$ cat src/tod_pkg.sv
// tod_pkg: command codes, limits and digit helpers for the time-of-day display
// used by time_of_day_clock_display; no dependencies
package tod_pkg;

	localparam int unsigned HourW = 5;
	localparam int unsigned UnitW = 6;
	localparam int unsigned ReqW  = 4;

	localparam logic [UnitW-1:0] UNIT_MAX = 6'd59;
	localparam logic [HourW-1:0] HOUR_MAX = 5'd23;
	localparam logic [HourW-1:0] HALF_DAY = 5'd12;
	localparam logic [7:0]       ASCII_ZERO = 8'd48;

	typedef enum logic [ReqW-1:0] {
		REQ_INC_SEC = 4'd0,
		REQ_INC_MIN = 4'd1,
		REQ_INC_HR  = 4'd2,
		REQ_DEC_SEC = 4'd3,
		REQ_DEC_MIN = 4'd4,
		REQ_DEC_HR  = 4'd5,
		REQ_SET_SEC = 4'd6,
		REQ_SET_MIN = 4'd7,
		REQ_SET_HR  = 4'd8,
		REQ_READ    = 4'd9
	} req_t;

	// tens digit of a value below 60
	function automatic logic [2:0] tens_of(input logic [UnitW-1:0] v);
		logic [2:0] t;
		if (v >= 6'd50)      t = 3'd5;
		else if (v >= 6'd40) t = 3'd4;
		else if (v >= 6'd30) t = 3'd3;
		else if (v >= 6'd20) t = 3'd2;
		else if (v >= 6'd10) t = 3'd1;
		else                 t = 3'd0;
		return t;
	endfunction

	// two ascii digits of a value below 60
	function automatic logic [15:0] two_digits(input logic [UnitW-1:0] v);
		logic [2:0]       t;
		logic [UnitW-1:0] ones;
		t    = tens_of(v);
		ones = v - UnitW'({t, 3'b000} + {2'b00, t, 1'b0});
		return {ASCII_ZERO + 8'(t), ASCII_ZERO + 8'(ones)};
	endfunction

endpackage

$ cat src/time_of_day_clock_display.sv
// time_of_day_clock_display: hh:mm:ss counters with 12/24-hour ascii display line
// depends on tod_pkg
//
//  channel  | handshake          | payload
//  ---------+--------------------+---------------------------------------------
//  in       | in_valid/in_stall  | req_type, set_value, alarm_on
//  out      | out_valid/out_stall| hours_now, minutes_now, seconds_now, text_*
//  cfg      | cfg_wr_en          | cfg_wr_data (twelve_hour_mode)
//
// one beat per cycle while out_stall is low; a beat is held in the input register
// and then moves on to the result register; out_valid rises as the beat enters there
// the time update and text formatting run in one pass between the two registers
// reset clears the time to 00:00:00, 24-hour form, both registers empty
// out_stall holds the result register; the input register still takes one more beat
module time_of_day_clock_display (
	input  logic                       clk,
	input  logic                       arst_n,
	input  logic                       cfg_wr_en,
	input  logic                       cfg_wr_data,
	input  logic                       in_valid,
	output logic                       in_stall,
	input  logic [tod_pkg::ReqW-1:0]   req_type,
	input  logic [tod_pkg::UnitW-1:0]  set_value,
	input  logic                       alarm_on,
	output logic                       out_valid,
	input  logic                       out_stall,
	output logic [tod_pkg::HourW-1:0]  hours_now,
	output logic [tod_pkg::UnitW-1:0]  minutes_now,
	output logic [tod_pkg::UnitW-1:0]  seconds_now,
	output logic [63:0]                text_left,
	output logic [63:0]                text_right
);
	import tod_pkg::*;

	logic             twelve_q;
	logic [HourW-1:0] hour_q;
	logic [UnitW-1:0] min_q;
	logic [UnitW-1:0] sec_q;

	logic             valid_s1;
	logic [ReqW-1:0]  req_s1;
	logic [UnitW-1:0] val_s1;
	logic             alarm_s1;

	logic             out_free;
	logic             advance;
	logic             take_in;

	logic [HourW-1:0] hour_n;
	logic [UnitW-1:0] min_n;
	logic [UnitW-1:0] sec_n;
	logic [HourW-1:0] shown;
	logic [15:0]      hh_txt;
	logic [15:0]      mm_txt;
	logic [15:0]      ss_txt;
	logic [15:0]      ampm_txt;
	logic [15:0]      alarm_txt;

	assign out_free = !out_valid || !out_stall;
	assign advance  = valid_s1 && out_free;
	assign in_stall = valid_s1 && !out_free;
	assign take_in  = in_valid && !in_stall;

	// next time value
	always_comb begin
		hour_n = hour_q;
		min_n  = min_q;
		sec_n  = sec_q;
		case (req_t'(req_s1))
			REQ_INC_SEC: begin
				if (sec_q == UNIT_MAX) begin
					sec_n = '0;
					if (min_q == UNIT_MAX) begin
						min_n  = '0;
						hour_n = (hour_q == HOUR_MAX) ? '0 : hour_q + 1'b1;
					end else begin
						min_n = min_q + 1'b1;
					end
				end else begin
					sec_n = sec_q + 1'b1;
				end
			end
			REQ_INC_MIN: begin
				if (min_q == UNIT_MAX) begin
					min_n  = '0;
					hour_n = (hour_q == HOUR_MAX) ? '0 : hour_q + 1'b1;
				end else begin
					min_n = min_q + 1'b1;
				end
			end
			REQ_INC_HR: hour_n = (hour_q == HOUR_MAX) ? '0 : hour_q + 1'b1;
			REQ_DEC_SEC: begin
				if (sec_q == '0) begin
					sec_n = UNIT_MAX;
					if (min_q == '0) begin
						min_n  = UNIT_MAX;
						hour_n = (hour_q == '0) ? '0 : hour_q - 1'b1;
					end else begin
						min_n = min_q - 1'b1;
					end
				end else begin
					sec_n = sec_q - 1'b1;
				end
			end
			REQ_DEC_MIN: begin
				if (min_q == '0) begin
					min_n  = UNIT_MAX;
					hour_n = (hour_q == '0) ? '0 : hour_q - 1'b1;
				end else begin
					min_n = min_q - 1'b1;
				end
			end
			REQ_DEC_HR:  hour_n = (hour_q == '0) ? '0 : hour_q - 1'b1;
			REQ_SET_SEC: sec_n = (val_s1 > UNIT_MAX) ? UNIT_MAX : val_s1;
			REQ_SET_MIN: min_n = (val_s1 > UNIT_MAX) ? UNIT_MAX : val_s1;
			REQ_SET_HR:  hour_n = (val_s1 > UnitW'(HOUR_MAX)) ? HOUR_MAX : val_s1[HourW-1:0];
			default: ;
		endcase
	end

	// display text
	always_comb begin
		if (!twelve_q)                shown = hour_n;
		else if (hour_n == '0)        shown = HALF_DAY;
		else if (hour_n > HALF_DAY)   shown = hour_n - HALF_DAY;
		else                          shown = hour_n;
		hh_txt    = two_digits(UnitW'(shown));
		mm_txt    = two_digits(min_n);
		ss_txt    = two_digits(sec_n);
		ampm_txt  = !twelve_q ? "  " : ((hour_n >= HALF_DAY) ? "PM" : "AM");
		alarm_txt = alarm_s1 ? "N " : "FF";
	end

	always_ff @(posedge clk or negedge arst_n) begin
		if (!arst_n) begin
			twelve_q  <= 1'b0;
			hour_q    <= '0;
			min_q     <= '0;
			sec_q     <= '0;
			valid_s1  <= 1'b0;
			out_valid <= 1'b0;
		end else begin
			if (cfg_wr_en) twelve_q <= cfg_wr_data;
			if (take_in) begin
				valid_s1 <= 1'b1;
			end else if (advance) begin
				valid_s1 <= 1'b0;
			end
			if (advance) begin
				hour_q    <= hour_n;
				min_q     <= min_n;
				sec_q     <= sec_n;
				out_valid <= 1'b1;
			end else if (!out_stall) begin
				out_valid <= 1'b0;
			end
		end
	end

	always_ff @(posedge clk) begin
		if (take_in) begin
			req_s1   <= req_type;
			val_s1   <= set_value;
			alarm_s1 <= alarm_on;
		end
		if (advance) begin
			hours_now   <= hour_n;
			minutes_now <= min_n;
			seconds_now <= sec_n;
			text_left   <= {hh_txt, ":", mm_txt, ":", ss_txt};
			text_right  <= {" ", ampm_txt, " ", "|", "O", alarm_txt};
		end
	end

endmodule

$ cat config.mk
export PLATFORM = sky130hd
export DESIGN_NAME = time_of_day_clock_display
export DESIGN_NICKNAME = d
export VERILOG_FILES = /design/src/tod_pkg.sv /design/src/time_of_day_clock_display.sv
export SDC_FILE = /design/constraint.sdc
export NUM_CORES = 1
export LEC_CHECK = 0
export BUFFER_PORTS_ARGS = -buffer_cell sky130_fd_sc_hd__buf_2
export CELL_PAD_IN_SITES_DETAIL_PLACEMENT = 0
export CELL_PAD_IN_SITES_GLOBAL_PLACEMENT = 1
export CORE_MARGIN = 5
export CORE_UTILIZATION = 40
export DETAILED_ROUTE_END_ITERATION = 10
export GPL_ROUTABILITY_DRIVEN = 0
export PLACE_DENSITY_LB_ADDON = 0.1
export SYNTH_ARGS = -nofsm -noshare
export SYNTH_HDL_FRONTEND = slang
export SYNTH_SLANG_ARGS = --single-unit
$ cat constraint.sdc
create_clock -name clk -period 6.56 [get_ports clk]
set_clock_uncertainty 0.1 [all_clocks]
set_input_delay 0.328 -clock clk [delete_from_list [all_inputs] [get_ports clk]]
set_output_delay 0.328 -clock clk [all_outputs]
set_load 0.02 [all_outputs]
==> flow_metrics.env <==
export IMPL_status="completed"
export IMPL_insertion_delay_ns=0.35
export IMPL_seq_area_frac_synth=0.394
export IMPL_crit_type="reg2reg"
export IMPL_root_buffer="clkbuf_16"
export IMPL_viasPerCell=5.23
export IMPL_yosys_top_cells_area="edfxtp_1 (31%), buf_4 (12%), dfrtp_1 (8.3%)"
export IMPL_power_frac_seq=0.310
export IMPL_rows=44
export IMPL_grt_pass1_vias=4329
export IMPL_synth_cell_types=84
export IMPL_n_antenna_cell=0
export IMPL_grt_max_degree=49
export IMPL_min_period_over_period=0.881
export IMPL_cts_max_path_buffers=2
export IMPL_clk_pin_slew_ns=0.06
export IMPL_core_um2=14600
export IMPL_fin_util=0.444
export IMPL_synth_top_area_share=0.311
export IMPL_power_internal_mw=1.82
export IMPL_synth_edff_count=62
export IMPL_track_usage=0.155
export IMPL_power_switching_mw=1.29
export IMPL_drt_antenna_violating_nets=0
export IMPL_die_h_um=132
export IMPL_routed_wl_um=13500
export IMPL_port_buffers=78
export IMPL_routedWlPerCell_um=15.5
export IMPL_power_frac_clock=0.185
export IMPL_area_growth_pct=8.45
export IMPL_yosys_warnings=0
export IMPL_maxSlewViolCount=0
export IMPL_post_cts_buffers=0
export IMPL_hp_class="in2reg"
export IMPL_cp_end_kind="register"
export IMPL_syn_avg_cell_area_um2=9.67
export IMPL_layout_nets=730
export IMPL_numCtsBuffers=9
export IMPL_synth_cell_area_um2=5990
export IMPL_htree_levels=3
export IMPL_tns_ns=0
export IMPL_swShare=0.415
export IMPL_met1_usage=0.212
export IMPL_clkSinkCount=82
export IMPL_synth_top_cell_by_area="edfxtp_1"
export IMPL_hold_violations=0
export IMPL_pin_count=164
export IMPL_rsz0062_at_grt="no"
export IMPL_crit_fanout=9
export IMPL_fmax_ghz=0.173
export IMPL_fin_crit_ns=5.78
export IMPL_busiest_layer="met2"
export IMPL_p_leak_nw=2.79
export IMPL_synthCells=620
export IMPL_antenna_found_initial=0
export IMPL_tightest_slew_ns=0.788
export IMPL_use_met3=0.0292
export IMPL_cts_resized=0
export IMPL_drive_gt1_frac=0.179
export IMPL_drt_pass1_iterations=5
export IMPL_cp_required_ns=6.57
export IMPL_start_kind="register"
export IMPL_place_hpwl_um=10200
export IMPL_route_detailed_drc=0
export IMPL_cap_violations=0
export IMPL_die_area_um2=17500
export IMPL_first_iter_violations=403
export IMPL_chipWidth_um=132
export IMPL_synth_common_cells="buf_4 (96), edfxtp_1 (62), inv_1 (47)"
export IMPL_met2_usage=0.243
export IMPL_ys_ff_latch=82
export IMPL_yosysMostFrequentCell="buf_4"
export IMPL_finalSetupViolCount=0
export IMPL_grt_pass1_wl_um=22400
export IMPL_slew_limit_headroom=0.475
export IMPL_via_count=4553
export IMPL_overflow=0
export IMPL_initial_core_util=0.409
export IMPL_comb_power_share=0.505
export IMPL_cp_data_arrival_time_ns=5.79
export IMPL_cts_tree="yes"
export IMPL_async_reset_ff_frac=0.244
export IMPL_pwr_density_cell_nw_per_um2=478
export IMPL_ys_flop_type="edfxtp_1"
export IMPL_peakVddDrop_uv=162
[flip-flops by register name (all words and copies together) (netlist names)]
signal and cells:
val_s1 6, alarm_s1 1, hours_now 5, out_valid 1, valid_s1 1, text_left 29
seconds_now 6, req_s1 4, text_right 6, twelve_q 1, min_q 6, hour_q 5
minutes_now 5, sec_q 6
[placed cells by master (no fill, tap or decap), types with 10 or more instances in the layout]
cell,netlist,final
inv_1,47,47
ha_1,30,30
buf_2,8,78
o21ai_0,21,21
conb_1,2,85
nor3_1,10,10
a21oi_1,40,40
edfxtp_1,62,62
nand3_1,15,15
nand2_1,25,25
dfrtp_1,20,20
nor2_1,40,40
[worst paths after layout]
kind,from,to,slack (ns),depth (start not counted)
setup / recovery,min_q[0],text_left[53],0.78,23
hold / removal,set_value[2],val_s1[2],0.06,1
setup reg to reg,min_q[0],text_left[53],0.78,23
hold reg to reg,alarm_s1,text_right[5],0.35,0
max in group asynchronous,arst_n,min_q[4],5.61,2
min in group asynchronous,arst_n,sec_q[3],0.40,2
[power groups by stage]
stage                     Clock (mW)  Sequential (mW)  Combinational [mW]
final                          0.575            0.965                1.57
after global routing           0.611            0.990                1.80
after CTS                      0.591            0.967                1.59
after detailed placement           0            0.976                1.58
after global placement             0            0.969                1.55
after floorplan                    0             1.05                1.17
[metrics by stage]
step,cell area [um^2],hold slack (ns),setup slack (ns),power (mW),instances
finish,6500,0.0551,0.777,3.11,870
global route,6500,0.0481,0.229,3.40,870
CTS,6500,0.0390,0.730,3.14,870
detailed placement,6160,0.246,0.769,2.55,853
global placement,6160,0.247,0.901,2.51,853
floorplan,6310,-0.0676,1.46,2.23,703
[cells by family (layout without fill, tap and decap cells)]
family          count (synthesis)  count (layout)  share of synthesized area
other cells                     2              85                    0.00125
fa+ha+maj                      35              35                     0.0743
buf+inv                       168             151                      0.168
flops                          82              82                      0.394
compound gates                141             141                      0.165
mux                             8               8                     0.0163
simple gates                  169             169                      0.159
xor+xnor                       15              15                     0.0219
[per-layer routing]
layer / part of all wire / vias to the layer above
li1: - / 2193
met1: 0.47 / 2164
met2: 0.45 / 182
met3: 0.061 / 14
met4: 0.017 / 0
met5: 0 / -
[what timing repair did]
| action | 4_1_cts | 5_1_grt |
|---|---|---|
| endpoints found under the setup margin | 0 | 0 |
| hold buffers | 1 | 0 |
| endpoints found under the hold margin | 20 | 0 |
[cell type report]
cell class	count	area, um^2
inverters	51	191
multi-input cells	453	2950
well taps	184	230
clock inverters	7	108
fillers	1450	8140
repair buffers	84	438
flip-flops and latches	82	2360
clock buffers	9	225
[worst max-delay path, cell delays in order, from the launching register on]
cell and delay, ns:
dfrtp_1 0.46, inv_1 0.12, ha_1 0.21, nor3b_4 0.38
a41oi_1 0.25, nor4_1 0.46, nand3b_1 0.17, and3_1 0.26
inv_1 0.17, ha_1 0.22, inv_1 0.08, o31ai_1 0.27
a21oi_1 0.10, o211a_1 0.25, maj3_1 0.35, o21ai_0 0.31
ha_1 0.30, inv_1 0.06, ha_1 0.26, and3_1 0.17
o311ai_0 0.11, o211ai_1 0.16, ha_1 0.30, inv_1 0.03
Note: power is estimated with default switching activity, not from simulation.
